File: src/pbpm_pkg.sv
// ----------------------------------------------------------------------------
// pbpm_pkg - packet buffer pool manager shared definitions
// Word formats, operation and status codes, sequencer states and defaults.
// ----------------------------------------------------------------------------
package pbpm_pkg;

   localparam int POOL_BUFFERS_DEF = 64;
   localparam int BUFFER_BYTES_DEF = 2048;

   // operation codes
   localparam logic [1:0] FN_ALLOC = 2'd0;
   localparam logic [1:0] FN_FREE  = 2'd1;
   localparam logic [1:0] FN_PUSH  = 2'd2;
   localparam logic [1:0] FN_PULL  = 2'd3;

   // status codes
   localparam logic [1:0] STAT_OK       = 2'd0;
   localparam logic [1:0] STAT_EMPTY    = 2'd1;
   localparam logic [1:0] STAT_SHORT    = 2'd2;
   localparam logic [1:0] STAT_OVERFLOW = 2'd3;

   typedef struct packed {
      logic [1:0]  func;
      logic [5:0]  buffer_index;
      logic [11:0] byte_count;
   } req_type;

   typedef struct packed {
      logic [1:0]  status;
      logic [5:0]  result_index;
      logic [11:0] data_offset;
      logic [11:0] data_length;
   } rsp_type;

   typedef enum logic [1:0] {
      S_CLEAR,
      S_IDLE,
      S_SUB,
      S_ADD
   } state_type;

   // sequencer to datapath controls
   typedef struct packed {
      logic clearing;   // init sweep writing one entry per cycle
      logic accept;     // request word taken, memory reads launched
      logic sub_step;   // shared unit subtracts, result registered
      logic commit;     // shared unit adds, writes and result word loaded
   } ctl_type;

endpackage

File: src/pbpm_alu.sv
// ----------------------------------------------------------------------------
// pbpm_alu - shared add/subtract unit
// One adder used for both passes of a request; carry out doubles as borrow.
// ----------------------------------------------------------------------------
module pbpm_alu #(
   parameter int WIDTH = 16
) (
   input  logic             sub,
   input  logic [WIDTH-1:0] op_a,
   input  logic [WIDTH-1:0] op_b,
   output logic [WIDTH-1:0] result,
   output logic             carry
);

   logic [WIDTH:0] full;

   always_comb begin
      if (sub) begin
         full = {1'b0, op_a} - {1'b0, op_b};   // top bit set: a < b
      end else begin
         full = {1'b0, op_a} + {1'b0, op_b};
      end
   end

   assign result = full[WIDTH-1:0];
   assign carry  = full[WIDTH];

endmodule

File: src/pbpm_seq.sv
// ----------------------------------------------------------------------------
// pbpm_seq - request sequencer
// Runs the init sweep, then steps each request through read, subtract, add.
// ----------------------------------------------------------------------------
module pbpm_seq #(
   parameter int POOL_BUFFERS = pbpm_pkg::POOL_BUFFERS_DEF
) (
   input  logic                              clock,
   input  logic                              reset,
   input  logic                              req_valid,
   input  logic                              out_free,
   output logic                              req_ready,
   output pbpm_pkg::ctl_type                 ctl,
   output logic [$clog2(POOL_BUFFERS)-1:0]   clr_addr
);

   localparam int IDX_W = $clog2(POOL_BUFFERS);

   pbpm_pkg::state_type state_ff, state_in;
   logic [IDX_W-1:0]    clr_ff, clr_in;
   logic                clear_last;

   assign clear_last = (clr_ff == IDX_W'(POOL_BUFFERS - 1));
   assign clr_addr   = clr_ff;

   always_ff @(posedge clock) begin
      if (reset) begin
         state_ff <= pbpm_pkg::S_CLEAR;
         clr_ff   <= '0;
      end else begin
         state_ff <= state_in;
         clr_ff   <= clr_in;
      end
   end

   always_comb begin
      state_in = state_ff;
      clr_in   = clr_ff;
      unique case (state_ff)
         pbpm_pkg::S_CLEAR: begin
            clr_in = clr_ff + IDX_W'(1);
            if (clear_last) begin
               state_in = pbpm_pkg::S_IDLE;
            end
         end
         pbpm_pkg::S_IDLE: begin
            if (req_valid) begin
               state_in = pbpm_pkg::S_SUB;
            end
         end
         pbpm_pkg::S_SUB: begin
            state_in = pbpm_pkg::S_ADD;
         end
         pbpm_pkg::S_ADD: begin
            if (out_free) begin
               state_in = pbpm_pkg::S_IDLE;
            end
         end
         default: begin
            state_in = pbpm_pkg::S_CLEAR;
         end
      endcase
   end

   always_comb begin
      req_ready    = (state_ff == pbpm_pkg::S_IDLE);
      ctl.clearing = (state_ff == pbpm_pkg::S_CLEAR);
      ctl.accept   = (state_ff == pbpm_pkg::S_IDLE) && req_valid;
      ctl.sub_step = (state_ff == pbpm_pkg::S_SUB);
      ctl.commit   = (state_ff == pbpm_pkg::S_ADD) && out_free;
   end

endmodule

File: src/packet_buffer_pool_manager.sv
// ----------------------------------------------------------------------------
// packet_buffer_pool_manager - free-list allocator for a packet buffer pool
// LIFO free stack of buffer indices plus per-buffer head/length tables.
// ----------------------------------------------------------------------------
// Usage:
//  - req channel (req_valid/req_ready/req_data) takes one request word:
//    alloc, free, push header or pull header. rsp channel returns exactly
//    one result word per request, in order.
//  - Each word passes through accept plus registered memory read, a
//    subtract pass through the shared adder (headroom/length/count check),
//    then an add pass that writes stack, tables and the result register.
//    A new word is taken only once the previous one has left its add pass.
//  - A result waits in the output register; if rsp_ready stays low the
//    sequencer holds in its add step and req_ready stays low until the
//    register drains.
//  - After reset an init sweep loads the free stack with indices
//    0..POOL_BUFFERS-1 and zeroes the head/length tables; req_ready is
//    low during the sweep. The first alloc grants the highest index.
// ----------------------------------------------------------------------------
module packet_buffer_pool_manager #(
   parameter int POOL_BUFFERS = pbpm_pkg::POOL_BUFFERS_DEF,
   parameter int BUFFER_BYTES = pbpm_pkg::BUFFER_BYTES_DEF
) (
   input  logic              clock,
   input  logic              reset,
   input  logic              req_valid,
   output logic              req_ready,
   input  pbpm_pkg::req_type req_data,
   output logic              rsp_valid,
   input  logic              rsp_ready,
   output pbpm_pkg::rsp_type rsp_data
);

   localparam int IDX_W  = $clog2(POOL_BUFFERS);
   localparam int CNT_W  = $clog2(POOL_BUFFERS + 1);
   localparam int HALF   = BUFFER_BYTES / 2;
   // head + length of an entry never exceeds half the buffer
   localparam int HEAD_W = $clog2(HALF + 1);
   localparam int AW0    = (HEAD_W > 12) ? HEAD_W : 12;
   localparam int AW     = (AW0 > CNT_W) ? AW0 : CNT_W;   // shared adder width
   localparam int IW     = (IDX_W > 6) ? IDX_W : 6;

   // storage
   logic [IDX_W-1:0]  stack_mem [POOL_BUFFERS];
   logic [HEAD_W-1:0] head_mem  [POOL_BUFFERS];
   logic [HEAD_W-1:0] len_mem   [POOL_BUFFERS];

   pbpm_pkg::ctl_type ctl;
   logic [IDX_W-1:0]  clr_addr;
   logic              out_free;

   pbpm_pkg::req_type req_ff;
   logic [CNT_W-1:0]  free_count_ff, free_count_in;
   logic [IDX_W-1:0]  stk_rd_ff;
   logic [HEAD_W-1:0] head_rd_ff, len_rd_ff;
   logic [AW-1:0]     diff_ff;
   logic              borrow_ff;
   logic              rsp_valid_ff, rsp_valid_in;
   pbpm_pkg::rsp_type rsp_ff, rsp_in;

   // addressing
   logic [IW-1:0]     req_idx_wide, idx_wide, got_wide;
   logic [IDX_W-1:0]  req_addr, idx_addr;
   logic [CNT_W-1:0]  pop_pos;
   logic              in_range;

   // shared unit
   logic [AW-1:0]     op_a, op_b, alu_r;
   logic              alu_c;
   logic [AW-1:0]     head_ext, len_ext, cnt_ext, fc_ext, half_ext;

   // write controls
   logic              stk_we, tbl_we;
   logic [IDX_W-1:0]  stk_addr, stk_wdata, tbl_addr;
   logic [HEAD_W-1:0] head_wdata, len_wdata;

   assign out_free = !rsp_valid_ff || rsp_ready;

   pbpm_seq #(
      .POOL_BUFFERS (POOL_BUFFERS)
   ) u_seq (
      .clock     (clock),
      .reset     (reset),
      .req_valid (req_valid),
      .out_free  (out_free),
      .req_ready (req_ready),
      .ctl       (ctl),
      .clr_addr  (clr_addr)
   );

   assign req_idx_wide = IW'(req_data.buffer_index);
   assign req_addr     = req_idx_wide[IDX_W-1:0];
   assign idx_wide     = IW'(req_ff.buffer_index);
   assign idx_addr     = idx_wide[IDX_W-1:0];
   assign got_wide     = IW'(stk_rd_ff);
   assign pop_pos      = free_count_ff - CNT_W'(1);   // wraps when empty, unused then
   assign in_range     = (32'(req_ff.buffer_index) < 32'(POOL_BUFFERS));

   assign head_ext = AW'(head_rd_ff);
   assign len_ext  = AW'(len_rd_ff);
   assign cnt_ext  = AW'(req_ff.byte_count);
   assign fc_ext   = AW'(free_count_ff);
   assign half_ext = AW'(HALF);

   // operand select: subtract pass checks, add pass updates
   always_comb begin
      unique case (req_ff.func)
         pbpm_pkg::FN_ALLOC: begin
            op_a = fc_ext;
            op_b = AW'(1);
         end
         pbpm_pkg::FN_FREE: begin
            op_a = fc_ext;
            op_b = ctl.sub_step ? AW'(POOL_BUFFERS) : AW'(1);
         end
         pbpm_pkg::FN_PUSH: begin
            op_a = ctl.sub_step ? head_ext : len_ext;
            op_b = cnt_ext;
         end
         pbpm_pkg::FN_PULL: begin
            op_a = ctl.sub_step ? len_ext : head_ext;
            op_b = cnt_ext;
         end
         default: begin
            op_a = '0;
            op_b = '0;
         end
      endcase
   end

   pbpm_alu #(
      .WIDTH (AW)
   ) u_alu (
      .sub    (ctl.sub_step),
      .op_a   (op_a),
      .op_b   (op_b),
      .result (alu_r),
      .carry  (alu_c)
   );

   // commit decode: writes, count update and result word
   always_comb begin
      stk_we        = 1'b0;
      stk_addr      = free_count_ff[IDX_W-1:0];
      stk_wdata     = idx_addr;
      tbl_we        = 1'b0;
      tbl_addr      = idx_addr;
      head_wdata    = '0;
      len_wdata     = '0;
      free_count_in = free_count_ff;
      rsp_in        = rsp_ff;
      rsp_valid_in  = rsp_valid_ff && !rsp_ready;

      if (ctl.clearing) begin
         stk_we     = 1'b1;
         stk_addr   = clr_addr;
         stk_wdata  = clr_addr;
         tbl_we     = 1'b1;
         tbl_addr   = clr_addr;
      end else if (ctl.commit) begin
         rsp_valid_in        = 1'b1;
         rsp_in.result_index = req_ff.buffer_index;
         rsp_in.data_offset  = head_ext[11:0];
         rsp_in.data_length  = len_ext[11:0];
         if (req_ff.func == pbpm_pkg::FN_ALLOC) begin
            if (borrow_ff) begin
               // pool empty
               rsp_in.status       = pbpm_pkg::STAT_EMPTY;
               rsp_in.result_index = '0;
               rsp_in.data_offset  = '0;
               rsp_in.data_length  = '0;
            end else begin
               free_count_in       = diff_ff[CNT_W-1:0];
               tbl_we              = 1'b1;
               tbl_addr            = stk_rd_ff;
               head_wdata          = HEAD_W'(HALF);
               rsp_in.status       = pbpm_pkg::STAT_OK;
               rsp_in.result_index = got_wide[5:0];
               rsp_in.data_offset  = half_ext[11:0];
               rsp_in.data_length  = '0;
            end
         end else if (!in_range) begin
            rsp_in.status      = (req_ff.func == pbpm_pkg::FN_FREE) ?
                                 pbpm_pkg::STAT_OVERFLOW : pbpm_pkg::STAT_SHORT;
            rsp_in.data_offset = '0;
            rsp_in.data_length = '0;
         end else if (req_ff.func == pbpm_pkg::FN_FREE) begin
            if (!borrow_ff) begin
               // stack already full: drop
               rsp_in.status = pbpm_pkg::STAT_OVERFLOW;
            end else begin
               stk_we             = 1'b1;
               tbl_we             = 1'b1;
               free_count_in      = alu_r[CNT_W-1:0];
               rsp_in.status      = pbpm_pkg::STAT_OK;
               rsp_in.data_offset = '0;
               rsp_in.data_length = '0;
            end
         end else if (borrow_ff) begin
            // short headroom or short length
            rsp_in.status = pbpm_pkg::STAT_SHORT;
         end else if (req_ff.func == pbpm_pkg::FN_PUSH) begin
            tbl_we             = 1'b1;
            head_wdata         = diff_ff[HEAD_W-1:0];
            len_wdata          = alu_r[HEAD_W-1:0];
            rsp_in.status      = pbpm_pkg::STAT_OK;
            rsp_in.data_offset = diff_ff[11:0];
            rsp_in.data_length = alu_r[11:0];
         end else begin
            tbl_we             = 1'b1;
            head_wdata         = alu_r[HEAD_W-1:0];
            len_wdata          = diff_ff[HEAD_W-1:0];
            rsp_in.status      = pbpm_pkg::STAT_OK;
            rsp_in.data_length = diff_ff[11:0];
         end
      end
   end

   // free stack
   always_ff @(posedge clock) begin
      if (stk_we) begin
         stack_mem[stk_addr] <= stk_wdata;
      end
      if (ctl.accept) begin
         stk_rd_ff <= stack_mem[pop_pos[IDX_W-1:0]];
      end
   end

   // head and length tables
   always_ff @(posedge clock) begin
      if (tbl_we) begin
         head_mem[tbl_addr] <= head_wdata;
         len_mem[tbl_addr]  <= len_wdata;
      end
      if (ctl.accept) begin
         head_rd_ff <= head_mem[req_addr];
         len_rd_ff  <= len_mem[req_addr];
      end
   end

   // request capture and subtract-pass result
   always_ff @(posedge clock) begin
      if (ctl.accept) begin
         req_ff <= req_data;
      end
      if (ctl.sub_step) begin
         diff_ff   <= alu_r;
         borrow_ff <= alu_c;
      end
      rsp_ff <= rsp_in;
   end

   always_ff @(posedge clock) begin
      if (reset) begin
         free_count_ff <= CNT_W'(POOL_BUFFERS);
         rsp_valid_ff  <= 1'b0;
      end else begin
         free_count_ff <= free_count_in;
         rsp_valid_ff  <= rsp_valid_in;
      end
   end

   assign rsp_valid = rsp_valid_ff;
   assign rsp_data  = rsp_ff;

endmodule
File: config.mk
export PLATFORM = sky130hd
export DESIGN_NAME = packet_buffer_pool_manager
export DESIGN_NICKNAME = d
export VERILOG_FILES = /design/src/pbpm_pkg.sv /design/src/pbpm_alu.sv /design/src/pbpm_seq.sv /design/src/packet_buffer_pool_manager.sv
export SDC_FILE = /design/constraint.sdc
export NUM_CORES = 2
export LEC_CHECK = 0
export BUFFER_PORTS_ARGS = -buffer_cell sky130_fd_sc_hd__buf_2
export CAP_MARGIN = 10
export CORE_UTILIZATION = 43
export CTS_CLUSTER_SIZE = 20
export DETAILED_ROUTE_END_ITERATION = 16
export PLACE_DENSITY_LB_ADDON = 0.05
export SKIP_LAST_GASP = 1
export SLEW_MARGIN = 20
export SYNTH_ARGS = -nofsm -noshare
export SYNTH_HDL_FRONTEND = slang
export SYNTH_SLANG_ARGS = --single-unit
File: constraint.sdc
create_clock -name clock -period 8.8 [get_ports clock]
set_input_delay 0.88 -clock clock [delete_from_list [all_inputs] [get_ports clock]]
set_output_delay 0.88 -clock clock [all_outputs]
set_load 0.03 [all_outputs]
# Yosys cells after proc, flatten, opt, wreduce, memory -nomap -nowiden
# Memory sizes are Yosys's and may differ from the RTL's. A register that Yosys moved wholly into a read port is not among the register bits.
# Index checks and enable logic that the tools add are counted.
# word_totals
regBits	81
elab_cells	108
inputBits	24
output_inout_bits	34
ramBits	1792
n_memories	3
# op_classes
n_reduce_logical	15
n_eq_ne	11
n_addsub	4
bitwise_logic	1
n_mux	61
# memory_table
memory	words	width	rd	rd_clocked_by_memory_dff	wr	line	source
head_mem	64	11	1	1	1	packet_buffer_pool_manager.sv:45	logic [HEAD_W-1:0] head_mem [POOL_BUFFERS];
len_mem	64	11	1	1	1	packet_buffer_pool_manager.sv:46	logic [HEAD_W-1:0] len_mem [POOL_BUFFERS];
stack_mem	64	6	1	1	1	packet_buffer_pool_manager.sv:44	logic [IDX_W-1:0] stack_mem [POOL_BUFFERS];
# ops
cell	n
$mux 11	15
$mux 24	3
$pmux 12 s3	2
$mux 6	7
$mux 7	5
$mux 31	1
$mux 12	2
$mux 23	1
$mux 1	16
$mux 2	7
$add 12x12->13	1
$mux 13	1
$sub 12x12->13	1
$eq 2x2->1 const B	4
$pmux 2 s4	1
$add 6x1->6 const B	1
$eq 6x6->1 const B	1
$sub 6x1->6 const B	1
$reduce_and 5->1	1
$eq 2x1->1 const B	2
$logic_not 2->1	2
$ne 2x1->1 const B	2
$ne 2x2->1 const B	2
$reduce_bool 2->1	2
7 further kinds	11

# Logic depth before layout (Yosys ltp)
# logic_depth
depth_word	11
ltp_mapped	18
ltp_nobuf	17

# Hierarchy
# A second synthesis with hierarchy kept.
# hier_totals
hier_cells	3567
area_unflattened_um2	75159.6
# modules_own_cells
module	area_each_um2	cells_each	seq_area_each_um2	instances
packet_buffer_pool_manager	73840.8	3399	56764.4	1
pbpm_alu	860.8	121	0.0	1
pbpm_seq	457.9	47	160.2	1

# Worst setup path after synthesis
# Ideal clock, no wire load.
# synth_timing
path_type	register to register
from	reg req_ff[19] in the netlist's numbering
to	mem len_mem[0][7] in the netlist's numbering, data pin
n_path_buf	4
arrival_time_ns	6.046
stages_incl_launch_ff	17
synth_period_minus_slack_ns	6.748
setup_slack_ns	2.052
setup_ns	0.702
required_time_ns	8.098
path_cell_list	edfxtp_1 > buf_2 > clkbuf_1 > buf_1 > clkbuf_1 > nand2_1 > ha_1 > inv_1 > o21ai_0 > inv_1 > ha_1 > nor2b_1 > o31a_1 > o21a_1 > o41a_1 > xnor2_1 > o21ai_0
# synth_between
elab_chain_len	11
word_cells_on_any_way	17
classes_between	add/sub (2); eq/ne (3); mux (9); reduce/logical (3)
# synth_lines
element	line	source
start: declaration	packet_buffer_pool_manager.sv:52	pbpm_pkg::req_type req_ff;
start signal: assignment	packet_buffer_pool_manager.sv:244	req_ff <= req_data;
$eq 2x1->1 (tied with other cells)	packet_buffer_pool_manager.sv:107, packet_buffer_pool_manager.sv:187	
$reduce_or 2->1 (no line)	-	
$pmux 12 s3	packet_buffer_pool_manager.sv:107	unique case (req_ff.func)
$add 12x12->13 or $sub 12x12->13 (tied branches)	pbpm_alu.sv:21, pbpm_alu.sv:19	
$mux 13	pbpm_alu.sv:18	if (sub) begin
$mux 11	packet_buffer_pool_manager.sv:202	end else if (req_ff.func == pbpm_pkg::FN_PUSH) begin
$mux 11	packet_buffer_pool_manager.sv:199	end else if (borrow_ff) begin
$mux 11	packet_buffer_pool_manager.sv:187	end else if (req_ff.func == pbpm_pkg::FN_FREE) begin
$mux 11 (*)	packet_buffer_pool_manager.sv:165	if (req_ff.func == pbpm_pkg::FN_ALLOC) begin
$mux 11 (*)	packet_buffer_pool_manager.sv:160	end else if (ctl.commit) begin
$mux 11 (*)	packet_buffer_pool_manager.sv:154	if (ctl.clearing) begin
net len_wdata[7]	packet_buffer_pool_manager.sv:75	logic [HEAD_W-1:0] head_wdata, len_wdata;
end: declaration	packet_buffer_pool_manager.sv:46	
# The timed path passes the listed nets; every way through them passes the cells marked *. The select of a mux whose other input is x is not followed.

# Worst setup path after layout
# layout_timing
from	reg req_ff[19] in the netlist's numbering
to	mem len_mem[39][6] in the netlist's numbering, data pin
# Same word-level chain as after synthesis.

==> metrics.md <==
| Metric | Value |
|---|---|
| DRT iter0 DRCs | 3,961 |
| Setup TNS Final | 0 ns |
| CP max stage delay | 0.74 ns |
| Peak VDD IR | 230 uV |
| Port Buf Inserts | 57 |
| Worst R2R Path Depth | 15 |
| R2R setup slack | 3.62 ns |
| Crit-path slowest cell | a21oi_4 |
| Largest net degree at the start of global routing | 102 |
| Adder-Cell Fraction of Synth Area | 0.00394 |
| Gr usage total | 0.241 |
| Wire length on met1 | 87,300 microns |
| Fin worst setup slack | 3.62 ns |
| Count of unique library cells instantiated by Yosys | 68 |
| Nets@finish | 3,749 |
| Syn Inst Count | 3,502 |
| Tightest Hold Check Type | in -> reg |
| DRC | 0 |
| Vias in the first global route | 37,800 |
| Cell Chain, Critical Path | buf_4, inv_2, o21a_1, inv_1, ha_1, nor2_1, xor2_1, ha_1, nor2b_1, o31a_1, o21a_1, o21ai_0, nand3_1, a21oi_4, buf_4 |
| TritonCTS buffer count | 197 |
| Crit share post-route | 0.588 |
| Post-cts repair resize count | 0 |
| Reg-to-Reg Start | req_ff[19] |
| Vias per cell | 6.02 |
| Critical path origin | req_ff[19] |
| Syn Area/Cell | 21.4 sq um |
| CTS tree | built |
| DIE HEIGHT | 419 microns |
| Routability cong. | 0.873 |
| Post-synth EDFFs | 1,885 |
| Fin crit period | 5.18 ns |
| Clock Skew | 0.0354 ns |
| Pleak | 28.5 nW |
| Post-synthesis compound-gate area fraction | 0.0262 |
| Syn-to-layout area delta | 13.6% |
| Mapped Area | 0.0749 sq mm |
| Clock tree buffer depth | 3 |
| WP depth | 15 |
| YS warnings | 0 |
| Row cnt | 152 |
| Routed WL per cell | 34.0 microns |
| Final Routed Wirelength | 210,000 microns |
| Clk sinks | 1,901 |
| I/O pins | 58 |
| Hold_sp | req_data[5] |
| Critical path arrival | 5.79 ns |
| Slew @ Worst Pin | 1.13 ns |
| Global-route wire length before repair | 294,000 microns |
| Pre-CTS setup slack | 3.68 ns |
| Hold Slack | 0.257 ns |
| Post-synthesis sequential area ratio | 0.760 |
| CP top delay family | compound AO/OA/AOI/OAI gates |
| Root Buffer | clkbuf_16 |
| 1st-pass router iterations | 6 |
| Worst Path Buf+Inv | 4 |
| Syn nets | 3,549 |
| Worst setup SP type | register |
| Placed cell count | 5,812 |
| Endpoint type of the worst setup path | register |
| Crit Path Category | reg -> reg |
| Worst skew pair latency | 0.86 ns |
| Total power | 18.9 mW |
| # setup viols final | 0 |
| Core Box Area | 0.172 sq mm |
| Top layer in use | met4 |
| Initial antenna violation count | 5 |
| Crit path max fanout | 63 |
| Layout cell share with drive strength beyond 1 | 0.289 |
| Detailed placement HPWL | 118,000 microns |
| CTS clk-pin slew, worst paths | 0.06 ns |
| R2r endpoint | len_mem[39][6] |
| DR vias | 37,100 |
| Initial Util | 0.435 |
| Design area | 0.0851 sq mm |
| Hold_buf cts | 0 |
| Post-route ant nets | 0 |
| Fmax | 193 MHz |
| # H-tree levels | 4 |
| Full die area | 0.176 sq mm |
| Total grt overflow | 0 |
| Synth async-reset ratio | 0 |
| Non-filler cells, final | 6,168 |
| Filler cell count | 13,900 |
| Met2 wire length | 103,000 microns |
| #FFs+latches synth | 1,901 |
| Data required, critical path | 9.41 ns |
| Max Cap Viol | 0 |
| End point of the critical path | len_mem[39][6] |
| Layout Utilization | 0.494 |
| Status | complete, no violations |
| Relative slew margins | 0.243 |
| Post-Synth Simple-Gate Area | 0.0280 |
| Unrepaired setup endpoints after global routing | no |
| DP Area | 0.0787 sq mm |
| Pwr/cell area | 222 mW/mm^2 |
| Max Slew Vio Count | 0 |
| Post-CTS Setup Bufs | 0 |
| Share of cell area taken by muxes after synthesis | 0.167 |
| Final Hold Fails | 0 |
| Post-Synth XOR/XNOR Area | 0.00210 |
| Die X | 419 microns |
| Ys flop type | edfxtp_1 |
| Main combinational cell family by area after synthesis | multiplexers |
| Routed length on met3 | 11,600 microns |
-- cells in the mapped netlist, drive strengths merged, types with 5 or more instances --
cell / n / area share
edfxtp: 1885 / 0.76
and2: 6 / 0.00050
o22ai: 29 / 0.0024
xor2: 6 / 0.00070
or3: 8 / 0.00073
buf: 88 / 0.0068
o31ai: 6 / 0.00060
o211ai: 6 / 0.00060
ha: 22 / 0.0037
a21oi: 56 / 0.0037
o32ai: 6 / 0.00070
a22oi: 25 / 0.0025
o21a: 7 / 0.00070
xnor2: 12 / 0.0014
a31o: 5 / 0.00058
a32o: 8 / 0.0011
or2: 5 / 0.00042
o221a: 5 / 0.00075
a2bb2oi: 6 / 0.00070
nor2b: 10 / 0.00084
o21ai: 58 / 0.0039
clkbuf: 94 / 0.0047
a211oi: 14 / 0.0015
a21o: 6 / 0.00060
nand3: 44 / 0.0029
inv: 28 / 0.0014
mux2i: 30 / 0.0040
and3: 5 / 0.00042
nor2: 205 / 0.010
mux4: 539 / 0.16
mux2: 5 / 0.00075
o22a: 5 / 0.00058
nor3: 8 / 0.00060
nand2b: 15 / 0.0013
o221ai: 7 / 0.00082
dfxtp: 16 / 0.0043
nand4: 6 / 0.00050
a31oi: 12 / 0.0010
nand2: 158 / 0.0079
o31a: 9 / 0.0011
-- power breakdown --
group / internal (mW) / leakage [nW] / switching [mW]
Clock: 4.75 / 3.09 / 3.54
Sequential: 9.91 / 19.1 / 0.0164
Combinational: 0.239 / 6.29 / 0.422
-- cells in the final DEF (no fill, tap or decap), types with 11 or more instances in the layout --
| cell | synthesis | layout |
|---|---|---|
| buf_2 | 43 | 53 |
| nor2_2 | 0 | 64 |
| mux2i_1 | 30 | 30 |
| nand2b_1 | 15 | 15 |
| a31oi_1 | 12 | 12 |
| bufinv_16 | 0 | 20 |
| o22ai_1 | 29 | 29 |
| clkbuf_1 | 94 | 47 |
| clkinv_2 | 0 | 25 |
| buf_4 | 17 | 121 |
| clkbuf_16 | 0 | 197 |
| dfxtp_1 | 16 | 15 |
| nor2_1 | 205 | 138 |
| clkinv_1 | 2 | 36 |
| nand2_1 | 158 | 158 |
| a22oi_1 | 25 | 25 |
| ha_1 | 22 | 20 |
| xnor2_1 | 12 | 11 |
| edfxtp_1 | 1885 | 1885 |
| nand3_1 | 44 | 44 |
| o21ai_0 | 50 | 42 |
| inv_1 | 27 | 27 |
| mux4_2 | 539 | 539 |
| a21oi_1 | 56 | 47 |
-- cell type report --
cell class / instances / area [sq um] / area share
Antenna cell: 2 / 5.00 / 0.0000588
Clock buffer: 246 / 5130 / 0.0603
Clock inverter: 107 / 1270 / 0.0150
Inverter: 30 / 113 / 0.00132
Multi-Input combinational cell: 1389 / 17500 / 0.205
Sequential cell: 1901 / 56900 / 0.669
Tap cell: 2310 / 2890 / 0.0340
Timing Repair Buffer: 183 / 1330 / 0.0156
-- kinds of logic (layout without fill, tap and decap cells) --
| group | count (synthesis) | count (layout) |
|---|---|---|
| mux | 574 | 574 |
| buf+inv | 212 | 566 |
| compound gates | 289 | 289 |
| xor+xnor | 18 | 18 |
| simple gates | 485 | 485 |
| other cells | 0 | 2 |
| fa+ha+maj | 23 | 23 |
| flops | 1901 | 1901 |
-- layer usage --
metal / vias up / GRT usage
li1: 15100 / -
met1: 20300 / 0.332
met2: 1350 / 0.394
met3: 336 / 0.0357
met4: 0 / 0.0855
met5: - / 0
-- registers in the layout, summed over array words and instances, names as in the netlist, 6 cells and up --
register        cells
diff_ff            12
free_count_ff       7
got_wide            6
len_mem           704
u_seq.clr_addr      6
rsp_data           32
head_mem          704
stack_mem         384
cnt_ext            12
len_rd_ff          11
head_rd_ff         11
idx_addr            6
-- worst min-delay path by stage --
stage / slack (ns) / cells after the start / end
global placement: 0.50 / 2 / u_seq.state_ff[0]
finish: 0.26 / 1 / cnt_ext[5]
floorplan: 0.48 / 2 / u_seq.clr_addr[5]
detailed placement: 0.53 / 2 / u_seq.clr_addr[5]
CTS: 0.20 / 1 / cnt_ext[1]
global route: 0.22 / 1 / cnt_ext[1]
Power figures use the tool's default switching activity.
